## config.mk

```make
export PLATFORM = sky130hd
export DESIGN_NAME = bldc_commutation_timing_sequencer_core_flat
export DESIGN_NICKNAME = d
export VERILOG_FILES = /design/src/rtl/bct_pkg.sv /design/src/rtl/bct_if.sv /design/src/rtl/bct_ctrl.sv /design/src/rtl/bct_dp.sv /design/src/rtl/bldc_commutation_timing_sequencer_core.sv /design/src/flat_wrapper.sv
export VERILOG_INCLUDE_DIRS = /design/src /design/src/rtl
export SDC_FILE = /design/constraint.sdc
export NUM_CORES = 1
export LEC_CHECK = 0
export BUFFER_PORTS_ARGS = -buffer_cell sky130_fd_sc_hd__buf_2
export CAP_MARGIN = 20
export CORE_MARGIN = 5
export CORE_UTILIZATION = 45
export DETAILED_ROUTE_END_ITERATION = 16
export PLACE_DENSITY_LB_ADDON = 0.15
export SKIP_LAST_GASP = 1
export SYNTH_ARGS = -nofsm -noshare
export SYNTH_HDL_FRONTEND = slang
export SYNTH_SLANG_ARGS = --single-unit
```

## constraint.sdc

```tcl
create_clock -name clk -period 15.4 [get_ports clk]
set_input_delay 1.54 -clock clk [delete_from_list [all_inputs] [get_ports clk]]
set_output_delay 1.54 -clock clk [all_outputs]
set_load 0.02 [all_outputs]
```

## src/rtl/bldc_commutation_timing_sequencer_core_macros.svh

```systemverilog
// Assertion macros shared by the sequencer RTL.
// Define ASSERT_OFF to compile them out.
`ifndef BLDC_COMMUTATION_TIMING_SEQUENCER_CORE_MACROS_SVH
`define BLDC_COMMUTATION_TIMING_SEQUENCER_CORE_MACROS_SVH

`ifndef ASSERT_OFF

// pre holds -> post holds in the same cycle
`define BCT_ASSERT_IMPLY(name, clk, rst_n, pre, post) \
	name: assert property (@(posedge clk) disable iff (!rst_n) (pre) |-> (post)) \
		else $error("bct assertion failed: same-cycle implication");

// pre holds -> post holds in the next cycle
`define BCT_ASSERT_NEXT(name, clk, rst_n, pre, post) \
	name: assert property (@(posedge clk) disable iff (!rst_n) (pre) |=> (post)) \
		else $error("bct assertion failed: next-cycle implication");

// cond never holds
`define BCT_ASSERT_NEVER(name, clk, rst_n, cond) \
	name: assert property (@(posedge clk) disable iff (!rst_n) !(cond)) \
		else $error("bct assertion failed: forbidden condition");

`else

`define BCT_ASSERT_IMPLY(name, clk, rst_n, pre, post)
`define BCT_ASSERT_NEXT(name, clk, rst_n, pre, post)
`define BCT_ASSERT_NEVER(name, clk, rst_n, cond)

`endif

`endif

```

## src/rtl/bct_pkg.sv

```systemverilog
package bct_pkg;

	// event commands
	typedef enum logic [1:0] {
		CMD_EDGE      = 2'd0,
		CMD_MATCH     = 2'd1,
		CMD_SET_PHASE = 2'd2,
		CMD_ARM_PURE  = 2'd3
	} cmd_t;

	// actions reported per word
	typedef enum logic [1:0] {
		ACT_NONE     = 2'd0,
		ACT_COMMUTE  = 2'd1,
		ACT_STEP     = 2'd2,
		ACT_FALSE    = 2'd3
	} action_t;

	// edge sensing control
	typedef enum logic [1:0] {
		SENSE_KEEP = 2'd0,
		SENSE_OFF  = 2'd1,
		SENSE_ON   = 2'd2,
		SENSE_RSVD = 2'd3
	} sense_t;

	// commutation phase states
	typedef enum logic [1:0] {
		PH_IDLE    = 2'd0,
		PH_COMMUTE = 2'd1,
		PH_HALF    = 2'd2,
		PH_THIRD   = 2'd3
	} phase_t;

	// sequencer states
	typedef enum logic [2:0] {
		ST_IDLE,
		ST_REC,
		ST_SCAN,
		ST_DRAIN,
		ST_DIV,
		ST_DONE
	} state_t;

	localparam int unsigned TW = 16;

	// floor(p/3) = (p * 43691) >> 17 for any 16-bit p
	localparam logic [16:0] THIRD_MULT  = 17'd43691;
	localparam int unsigned THIRD_SHIFT = 17;

	// pure-control count limit
	localparam logic [1:0] PURE_MAX  = 2'd3;
	localparam logic [1:0] PURE_STOP = 2'd2;

	typedef struct packed {
		logic load;
		logic rec;
		logic scan;
		logic div;
		logic commit;
	} bct_cmd_t;

	typedef struct packed {
		logic evt_edge;
		logic cand_last;
		logic out_free;
	} bct_sts_t;

endpackage

```

## src/rtl/bct_if.sv

```systemverilog
// event channel
interface bct_in_if;
	logic        valid;
	logic        ready;
	logic [1:0]  cmd;
	logic [15:0] timer_now;
	logic [1:0]  new_state;

	modport source (output valid, output cmd, output timer_now, output new_state,
		input ready);
	modport sink (input valid, input cmd, input timer_now, input new_state,
		output ready);
endinterface

// result channel
interface bct_out_if;
	logic        valid;
	logic        ready;
	logic [1:0]  action;
	logic [1:0]  sense_control;
	logic        compare_written;
	logic [15:0] compare_time;
	logic        compare_armed;
	logic [15:0] period_estimate;
	logic [1:0]  phase_now;

	modport source (output valid, output action, output sense_control,
		output compare_written, output compare_time, output compare_armed,
		output period_estimate, output phase_now, input ready);
	modport sink (input valid, input action, input sense_control,
		input compare_written, input compare_time, input compare_armed,
		input period_estimate, input phase_now, output ready);
endinterface

```

## src/rtl/bct_ctrl.sv

```systemverilog
module bct_ctrl import bct_pkg::*; (
	input  logic     clk,
	input  logic     arst_n,
	input  logic     evt_valid,
	output logic     evt_ready,
	input  bct_sts_t sts,
	output bct_cmd_t cmd
);

	state_t state_q, state_d;

	always_ff @(posedge clk or negedge arst_n) begin
		if (!arst_n) begin
			state_q <= ST_IDLE;
		end else begin
			state_q <= state_d;
		end
	end

	always_comb begin
		state_d = state_q;
		case (state_q)
			ST_IDLE: begin
				if (evt_valid) begin
					state_d = sts.evt_edge ? ST_REC : ST_DONE;
				end
			end
			ST_REC:   state_d = ST_SCAN;
			ST_SCAN: begin
				if (sts.cand_last) begin
					state_d = ST_DRAIN;
				end
			end
			ST_DRAIN: state_d = ST_DIV;
			ST_DIV:   state_d = ST_DONE;
			ST_DONE: begin
				if (sts.out_free) begin
					state_d = ST_IDLE;
				end
			end
			default:  state_d = ST_IDLE;
		endcase
	end

	always_comb begin
		cmd       = '0;
		evt_ready = 1'b0;
		case (state_q)
			ST_IDLE: begin
				evt_ready = 1'b1;
				cmd.load  = evt_valid;
			end
			ST_REC:   cmd.rec    = 1'b1;
			ST_SCAN:  cmd.scan   = 1'b1;
			ST_DRAIN: cmd        = '0;
			ST_DIV:   cmd.div    = 1'b1;
			ST_DONE:  cmd.commit = sts.out_free;
			default:  cmd        = '0;
		endcase
	end

endmodule

```

## src/rtl/bct_dp.sv

```systemverilog
`include "bldc_commutation_timing_sequencer_core_macros.svh"

module bct_dp import bct_pkg::*; #(
	parameter int unsigned RING_DEPTH = 8
) (
	input  logic        clk,
	input  logic        arst_n,
	input  bct_cmd_t    cmd,
	output bct_sts_t    sts,
	input  logic [1:0]  evt_cmd,
	input  logic [15:0] evt_timer_now,
	input  logic [1:0]  evt_new_state,
	output logic        res_valid,
	input  logic        res_ready,
	output logic [1:0]  res_action,
	output logic [1:0]  res_sense_control,
	output logic        res_compare_written,
	output logic [15:0] res_compare_time,
	output logic        res_compare_armed,
	output logic [15:0] res_period_estimate,
	output logic [1:0]  res_phase_now
);

	localparam int unsigned IW      = $clog2(RING_DEPTH);
	localparam int unsigned CW      = $clog2(RING_DEPTH + 1);
	localparam int unsigned MED_POS = RING_DEPTH / 2;
	localparam logic [IW-1:0] IDX_LAST = IW'(RING_DEPTH - 1);

	// captured event
	logic [1:0]    ecmd_q;
	logic [TW-1:0] now_q;
	logic [1:0]    ns_q;

	// period history and estimate
	logic [TW-1:0] ring_q [RING_DEPTH];
	logic [IW-1:0] idx_q;
	logic [TW-1:0] last_q;
	logic [TW-1:0] median_q;
	logic [TW-1:0] third_q;

	// phase state
	logic [1:0] phase_q;
	logic       pure_q;
	logic [1:0] pcnt_q;
	logic       cen_q;

	// median search pipeline
	logic [IW-1:0]         cand_q;
	logic                  valid_s1;
	logic [TW-1:0]         cand_s1;
	logic [RING_DEPTH-1:0] lt_s1;
	logic [RING_DEPTH-1:0] le_s1;

	// result register
	logic          ovalid_q;
	logic [1:0]    oact_q;
	logic [1:0]    osense_q;
	logic          owr_q;
	logic [TW-1:0] otime_q;
	logic          oarm_q;
	logic [TW-1:0] oper_q;
	logic [1:0]    ophase_q;

	logic          out_free;
	logic [TW-1:0] diff;
	logic [IW-1:0] idx_nxt;
	logic [TW-1:0] cand_val;
	logic [CW-1:0] lt_cnt;
	logic [CW-1:0] le_cnt;
	logic          med_hit;
	logic [32:0]   third_prod;

	// commit results
	logic [1:0]    act_c;
	logic [1:0]    sense_c;
	logic          wr_c;
	logic [TW-1:0] add_c;
	logic [TW-1:0] time_c;
	logic [1:0]    phase_c;
	logic          cen_c;
	logic          pure_c;
	logic [1:0]    pcnt_c;
	logic [1:0]    pinc;

	assign out_free = !ovalid_q || res_ready;

	assign sts.evt_edge  = (evt_cmd == CMD_EDGE);
	assign sts.cand_last = (cand_q == IDX_LAST);
	assign sts.out_free  = out_free;

	// |now - last| as a plain unsigned distance, no wrap correction
	assign diff    = (now_q > last_q) ? (now_q - last_q) : (last_q - now_q);
	assign idx_nxt = (idx_q == IDX_LAST) ? '0 : idx_q + 1'b1;

	assign cand_val = ring_q[cand_q];

	// upper median: the value with lt <= MED_POS < le
	assign lt_cnt  = CW'($countones(lt_s1));
	assign le_cnt  = CW'($countones(le_s1));
	assign med_hit = valid_s1 && (lt_cnt <= CW'(MED_POS)) && (CW'(MED_POS) < le_cnt);

	assign third_prod = {17'd0, median_q} * {16'd0, THIRD_MULT};

	always_ff @(posedge clk) begin
		if (cmd.load) begin
			ecmd_q <= evt_cmd;
			now_q  <= evt_timer_now;
			ns_q   <= evt_new_state;
		end
		if (cmd.scan) begin
			cand_s1 <= cand_val;
			for (int j = 0; j < RING_DEPTH; j++) begin
				lt_s1[j] <= ring_q[j] < cand_val;
				le_s1[j] <= ring_q[j] <= cand_val;
			end
		end
	end

	always_ff @(posedge clk or negedge arst_n) begin
		if (!arst_n) begin
			for (int i = 0; i < RING_DEPTH; i++) begin
				ring_q[i] <= '0;
			end
			idx_q    <= '0;
			last_q   <= '0;
			median_q <= '0;
			third_q  <= '0;
			cand_q   <= '0;
			valid_s1 <= 1'b0;
		end else begin
			valid_s1 <= cmd.scan;
			if (cmd.rec) begin
				ring_q[idx_nxt] <= diff;
				idx_q           <= idx_nxt;
				last_q          <= now_q;
				cand_q          <= '0;
			end else if (cmd.scan) begin
				cand_q <= (cand_q == IDX_LAST) ? '0 : cand_q + 1'b1;
			end
			if (med_hit) begin
				median_q <= cand_s1;
			end
			if (cmd.div) begin
				third_q <= third_prod[THIRD_SHIFT +: TW];
			end
		end
	end

	always_comb begin
		act_c   = ACT_NONE;
		sense_c = SENSE_KEEP;
		wr_c    = 1'b0;
		add_c   = '0;
		phase_c = phase_q;
		cen_c   = cen_q;
		pure_c  = pure_q;
		pcnt_c  = pcnt_q;
		pinc    = (pcnt_q < PURE_MAX) ? pcnt_q + 2'd1 : pcnt_q;
		case (ecmd_q)
			CMD_EDGE: begin
				sense_c = SENSE_OFF;
				if (phase_q != PH_IDLE) begin
					phase_c = PH_HALF;
					cen_c   = 1'b1;
					wr_c    = 1'b1;
					add_c   = median_q >> 1;
				end
			end
			CMD_MATCH: begin
				cen_c = 1'b0;
				case (phase_q)
					PH_COMMUTE: begin
						sense_c = SENSE_OFF;
						act_c   = ACT_COMMUTE;
					end
					PH_HALF: begin
						phase_c = PH_THIRD;
						if (pure_q) begin
							act_c  = ACT_FALSE;
							pcnt_c = pinc;
							if (pinc > PURE_STOP) begin
								pure_c = 1'b0;
							end
						end else begin
							act_c = ACT_STEP;
						end
						cen_c = 1'b1;
						wr_c  = 1'b1;
						add_c = third_q;
					end
					default: begin
						phase_c = PH_COMMUTE;
						sense_c = SENSE_ON;
						cen_c   = 1'b1;
						wr_c    = 1'b1;
						add_c   = median_q + (median_q << 1);
					end
				endcase
			end
			CMD_SET_PHASE: phase_c = ns_q;
			default: begin
				pure_c = 1'b1;
				pcnt_c = '0;
			end
		endcase
		time_c = wr_c ? now_q + add_c : '0;
	end

	always_ff @(posedge clk or negedge arst_n) begin
		if (!arst_n) begin
			phase_q  <= PH_IDLE;
			pure_q   <= 1'b0;
			pcnt_q   <= '0;
			cen_q    <= 1'b0;
			ovalid_q <= 1'b0;
		end else begin
			if (cmd.commit) begin
				phase_q  <= phase_c;
				pure_q   <= pure_c;
				pcnt_q   <= pcnt_c;
				cen_q    <= cen_c;
				ovalid_q <= 1'b1;
			end else if (res_ready) begin
				ovalid_q <= 1'b0;
			end
		end
	end

	always_ff @(posedge clk) begin
		if (cmd.commit) begin
			oact_q   <= act_c;
			osense_q <= sense_c;
			owr_q    <= wr_c;
			otime_q  <= time_c;
			oarm_q   <= cen_c;
			oper_q   <= median_q;
			ophase_q <= phase_c;
		end
	end

	assign res_valid           = ovalid_q;
	assign res_action          = oact_q;
	assign res_sense_control   = osense_q;
	assign res_compare_written = owr_q;
	assign res_compare_time    = otime_q;
	assign res_compare_armed   = oarm_q;
	assign res_period_estimate = oper_q;
	assign res_phase_now       = ophase_q;

	`BCT_ASSERT_IMPLY(a_commit_slot, clk, arst_n, cmd.commit, !ovalid_q || res_ready)
	`BCT_ASSERT_NEXT(a_commit_shows, clk, arst_n, cmd.commit, ovalid_q)
	`BCT_ASSERT_IMPLY(a_time_zero, clk, arst_n, ovalid_q && !owr_q, otime_q == '0)
	`BCT_ASSERT_NEVER(a_pure_limit, clk, arst_n, pure_q && (pcnt_q == PURE_MAX))
	`BCT_ASSERT_NEVER(a_idx_range, clk, arst_n, idx_q > IDX_LAST)

endmodule

```

## src/rtl/bldc_commutation_timing_sequencer_core.sv

```systemverilog
// Timing: an edge word passes REC, SCAN, DRAIN, DIV and DONE between accept and result,
// the median scan visiting one ring entry per cycle; any other word goes from IDLE to DONE.
// Flow: one word at a time; a new word is taken only once the last one is committed;
// a result waiting in the output register delays only the commit of the next word, not its
// accept.
// Reset: arst_n asynchronous, active low; ring, period, phase and flags clear to zero.
module bldc_commutation_timing_sequencer_core import bct_pkg::*; #(
	parameter int unsigned RING_DEPTH = 8
) (
	input logic clk,
	input logic arst_n,
	bct_in_if.sink    evt,
	bct_out_if.source res
);

	// Controller <-> datapath command and status.
	bct_cmd_t cmd;
	bct_sts_t sts;

	// Sequencer:
	//   IDLE  - takes a word; edges go through the period path, other words
	//           go straight to commit.
	//   REC   - stores |now - last edge| in the next ring slot.
	//   SCAN  - one candidate per cycle: compare against every slot, count
	//           smaller and smaller-or-equal entries one stage later.
	//   DRAIN - last candidate leaves the count stage.
	//   DIV   - period/3 via reciprocal multiply, registered.
	//   DONE  - phase update, compare scheduling, result loaded once the
	//           output register is free.
	bct_ctrl u_ctrl (
		.clk       (clk),
		.arst_n    (arst_n),
		.evt_valid (evt.valid),
		.evt_ready (evt.ready),
		.sts       (sts),
		.cmd       (cmd)
	);

	// Datapath: event capture, period ring, median search, phase logic and
	// the result register facing the output channel.
	bct_dp #(
		.RING_DEPTH (RING_DEPTH)
	) u_dp (
		.clk                 (clk),
		.arst_n              (arst_n),
		.cmd                 (cmd),
		.sts                 (sts),
		.evt_cmd             (evt.cmd),
		.evt_timer_now       (evt.timer_now),
		.evt_new_state       (evt.new_state),
		.res_valid           (res.valid),
		.res_ready           (res.ready),
		.res_action          (res.action),
		.res_sense_control   (res.sense_control),
		.res_compare_written (res.compare_written),
		.res_compare_time    (res.compare_time),
		.res_compare_armed   (res.compare_armed),
		.res_period_estimate (res.period_estimate),
		.res_phase_now       (res.phase_now)
	);

endmodule
```

## src/flat_wrapper.sv

```systemverilog
// flat-port wrapper written by rule: the top's interface ports become plain ports
module bldc_commutation_timing_sequencer_core_flat import bct_pkg::*;
#(
	parameter int unsigned RING_DEPTH = 8
)
  (clk, arst_n, evt_valid, evt_cmd, evt_timer_now, evt_new_state, evt_ready, res_valid, res_action, res_sense_control, res_compare_written, res_compare_time, res_compare_armed, res_period_estimate, res_phase_now, res_ready);
  bct_in_if evt_i ();
  bct_out_if res_i ();
  input logic clk;
  input logic arst_n;
  input wire logic [$bits(evt_i.valid)-1:0] evt_valid;
  input wire logic [$bits(evt_i.cmd)-1:0] evt_cmd;
  input wire logic [$bits(evt_i.timer_now)-1:0] evt_timer_now;
  input wire logic [$bits(evt_i.new_state)-1:0] evt_new_state;
  output wire logic [$bits(evt_i.ready)-1:0] evt_ready;
  output wire logic [$bits(res_i.valid)-1:0] res_valid;
  output wire logic [$bits(res_i.action)-1:0] res_action;
  output wire logic [$bits(res_i.sense_control)-1:0] res_sense_control;
  output wire logic [$bits(res_i.compare_written)-1:0] res_compare_written;
  output wire logic [$bits(res_i.compare_time)-1:0] res_compare_time;
  output wire logic [$bits(res_i.compare_armed)-1:0] res_compare_armed;
  output wire logic [$bits(res_i.period_estimate)-1:0] res_period_estimate;
  output wire logic [$bits(res_i.phase_now)-1:0] res_phase_now;
  input wire logic [$bits(res_i.ready)-1:0] res_ready;
  assign evt_i.valid = evt_valid;
  assign evt_i.cmd = evt_cmd;
  assign evt_i.timer_now = evt_timer_now;
  assign evt_i.new_state = evt_new_state;
  assign evt_ready = evt_i.ready;
  assign res_valid = res_i.valid;
  assign res_action = res_i.action;
  assign res_sense_control = res_i.sense_control;
  assign res_compare_written = res_i.compare_written;
  assign res_compare_time = res_i.compare_time;
  assign res_compare_armed = res_i.compare_armed;
  assign res_period_estimate = res_i.period_estimate;
  assign res_phase_now = res_i.phase_now;
  assign res_i.ready = res_ready;
  bldc_commutation_timing_sequencer_core #(.RING_DEPTH(RING_DEPTH)) u_core (.clk(clk), .arst_n(arst_n), .evt(evt_i), .res(res_i));
endmodule
```

==> impl_metrics.toml <==
[logic_synthesis]
ys_seq_elements = 284
synth-edff-count = 92
synth_top_cells_by_area = "dfrtp_1 (22%), ha_1 (19%), edfxtp_1 (13%), fa_1 (8.1%), o21ai_0 (4.9%)"
ys_top_cells_by_count = "ha_1 (331), inv_1 (278), nand2_1 (254)"
netlist-cell-type-count = 73
synth_area_leader_cell = "dfrtp_1"
yosysMostFrequentCell = "ha_1"
netlist_area_um2 = 21900
netlist_instances = 2183
synth_nets = 2627
ys_async_sr_fraction = 0.676
avgSynthCellArea_um2 = 10.1
synth_ff_type = "dfrtp_1"
yosysWarnings = 0
synth-seq-area-share = 0.345
synth_top_area_share = 0.219

[final_layout]
n_antenna_cell = 0
fillers = 4507
syn2layout_area_growth_pct = 10.0
nNetsFinal = 2683
layout-drive-gt1-share = 0.0954

[worst_setup_path]
critPathKind = "flop to flop"
crit_chain = "ha_1, xor2_1, ha_1, inv_1, fa_1, inv_1, fa_1, fa_1, fa_1, ha_1, and3_1, nand2_1, a2bb2oi_1, a31oi_1, o21ai_0, o31ai_1, o31ai_1, xor2_1, o21ai_0"
critPathTopFamily = "adder cells"
r2r_end = "u_core.u_dp.third_q[13]"
critPathMaxStageDelay_ns = 0.55
startpoint_type = "flop"
r2r_cells = 19
worst_setup_path_end_kind = "flop"
timing.rr.start = "u_core.u_dp.median_q[1]"
required_ns = 15.75
r2r_slack_ns = 9.37
critPathBufInv = 2
crit_slowest_cell = "fa_1"
crit_top_cell = "fa_1"
cp.arrival_ns = 6.39
cp_max_fo = 10

[worst_hold_path]
min_path_type = "flop to flop"
min_from = "u_core.u_dp.cand_s1[13]"
holdPathStages = 2
holdPathEnd = "u_core.u_dp.median_q[13]"

[floorplanning]
fp.dieW_um = 231
die_y_um = 231
initial_core_util = 0.452
rows = 81
die-area_um2 = 53300
core_um2 = 48500
top_level_ports = 66

[detailed_routing]
drtPass1Iterations = 5
vias_per_cell = 5.56
wl_um = 58400
ant_nets = 0
vias = 16000
drt_iter0_drc = 1029
drc_errors = 0
wl_per_cell_um = 20.3

[clocking]
cts_tree = "done"
cts_root_buf = "clkbuf_16"
clk_path_buf_depth = 3
cts_buffers = 34
ctsResizeCount = 0
cts.clk_slew.worst_paths_ns = 0.06
cts_sinks = 284
h-tree-depth = 2
clk-insertion-delay-late_ns = 0.54
cts_setup_buffers = 0
hold_buffers = 0

[grt]
grt_pass1_wl_um = 93600
grt_pass1_vias = 16400
grt_use_total = 0.222
antenna_found_initial = 0
grt_max_degree = 121
overflow = 0

[flow_run]
cap_violations = 0

[placement]
io_buffers = 65
place_congestion = 0.905
dp_hpwl_um = 46000

[timing]
rsz0062_at_grt = "false"
final_hold_viol_count = 0
setup_viol_count_final = 0
setup-tns-final_ns = 0
max_slew.worst_pin.slew_ns = 1.08
finClkSkew_ns = 0.0264
period_needed_ns = 6.03
relSlewSlack = 0.272
min_period_over_period = 0.392
slew_viol_final = 0
fmax_mhz = 166

[outcome]
status = "finished clean"
[flip-flops by register name (all words and copies together), names as in the netlist, 8 cells and up]
register and flops:
u_core.u_dp.res_period_estimate 16, u_core.u_dp.le_s1 8, u_core.u_dp.ring_q 128, u_core.u_dp.third_q 15, u_core.u_dp.res_compare_time 16, u_core.u_dp.cand_s1 16
u_core.u_dp.last_q 16, u_core.u_dp.now_q 16, u_core.u_dp.median_q 16, u_core.u_dp.lt_s1 8
[kinds of logic (layout without fill, tap and decap cells)]
family | after synthesis | in the layout | synth area share
compound gates | 508 | 508 | 0.140
simple gates | 488 | 488 | 0.105
fa+ha+maj | 420 | 420 | 0.270
buf+inv | 347 | 427 | 0.0604
flops | 284 | 284 | 0.345
mux | 74 | 74 | 0.0537
xor+xnor | 62 | 62 | 0.0262
[layer usage]
layer / track usage / vias up / share of wire
li1: - / 7741 / -
met1: 0.307 / 7901 / 0.46
met2: 0.373 / 312 / 0.48
met3: 0.0267 / 75 / 0.039
met4: 0.0559 / 0 / 0.023
met5: 0 / - / 0
[per-stage QoR]
stage	hold WS [ns]	instances	util	instance area [µm²]	worst slack, ns
floorplan	0.426	2183	-	21900	10.16
global placement	0.451	2816	0.472	22900	9.45
detailed placement	0.451	2817	0.472	22900	9.40
CTS	0.470	2877	0.495	24000	9.36
global route	0.490	2885	0.497	24100	9.08
finish	0.464	2885	0.497	24100	9.37
[worst min-delay path: cells and delay by family (launching register included)]
| family | cells | cell delay, ns |
|---|---|---|
| simple gates | 1 | 0.05 |
| compound gates | 1 | 0.06 |
| flops | 1 | 0.32 |
[placed cells by master, fill, tap and decap left out, types with 49 or more instances in the layout]
master / synthesis / routed
edfxtp_1: 92 / 92
o21ai_0: 216 / 216
ha_1: 331 / 331
o21a_1: 49 / 49
nand2_1: 254 / 254
dfrtp_1: 192 / 191
a21oi_1: 84 / 83
inv_1: 278 / 278
buf_2: 10 / 64
nor2_1: 61 / 60
fa_1: 89 / 89
[how the worst max path moves through the flow]
stage | start | to | slack, ns | depth (start not counted)
6_report | u_core.u_dp.median_q[1] | u_core.u_dp.third_q[13] | 9.37 | 19
2_1_floorplan | u_core.u_dp.median_q[1] | u_core.u_dp.third_q[13] | 10.16 | 19
3_3_place_gp | u_core.u_dp.median_q[1] | u_core.u_dp.third_q[13] | 9.45 | 19
5_1_grt | u_core.u_dp.median_q[1] | u_core.u_dp.third_q[13] | 9.08 | 19
3_5_place_dp | u_core.u_dp.median_q[4] | u_core.u_dp.third_q[13] | 9.40 | 18
4_1_cts | u_core.u_dp.median_q[1] | u_core.u_dp.third_q[13] | 9.36 | 19
[area by class of cell]
class | instances | area (µm²) | area share
clock buffers | 52 | 1010 | 0.0418
well taps | 622 | 778 | 0.0322
repair buffers | 89 | 576 | 0.0238
flip-flops and latches | 284 | 7570 | 0.313
multi-input cells | 1552 | 13100 | 0.541
clock inverters | 8 | 106 | 0.00440
inverters | 278 | 1040 | 0.0432
Power is left out: the tool's default activity adds up to more than one toggle a clock period on the data nets, which glitch-free logic cannot reach.
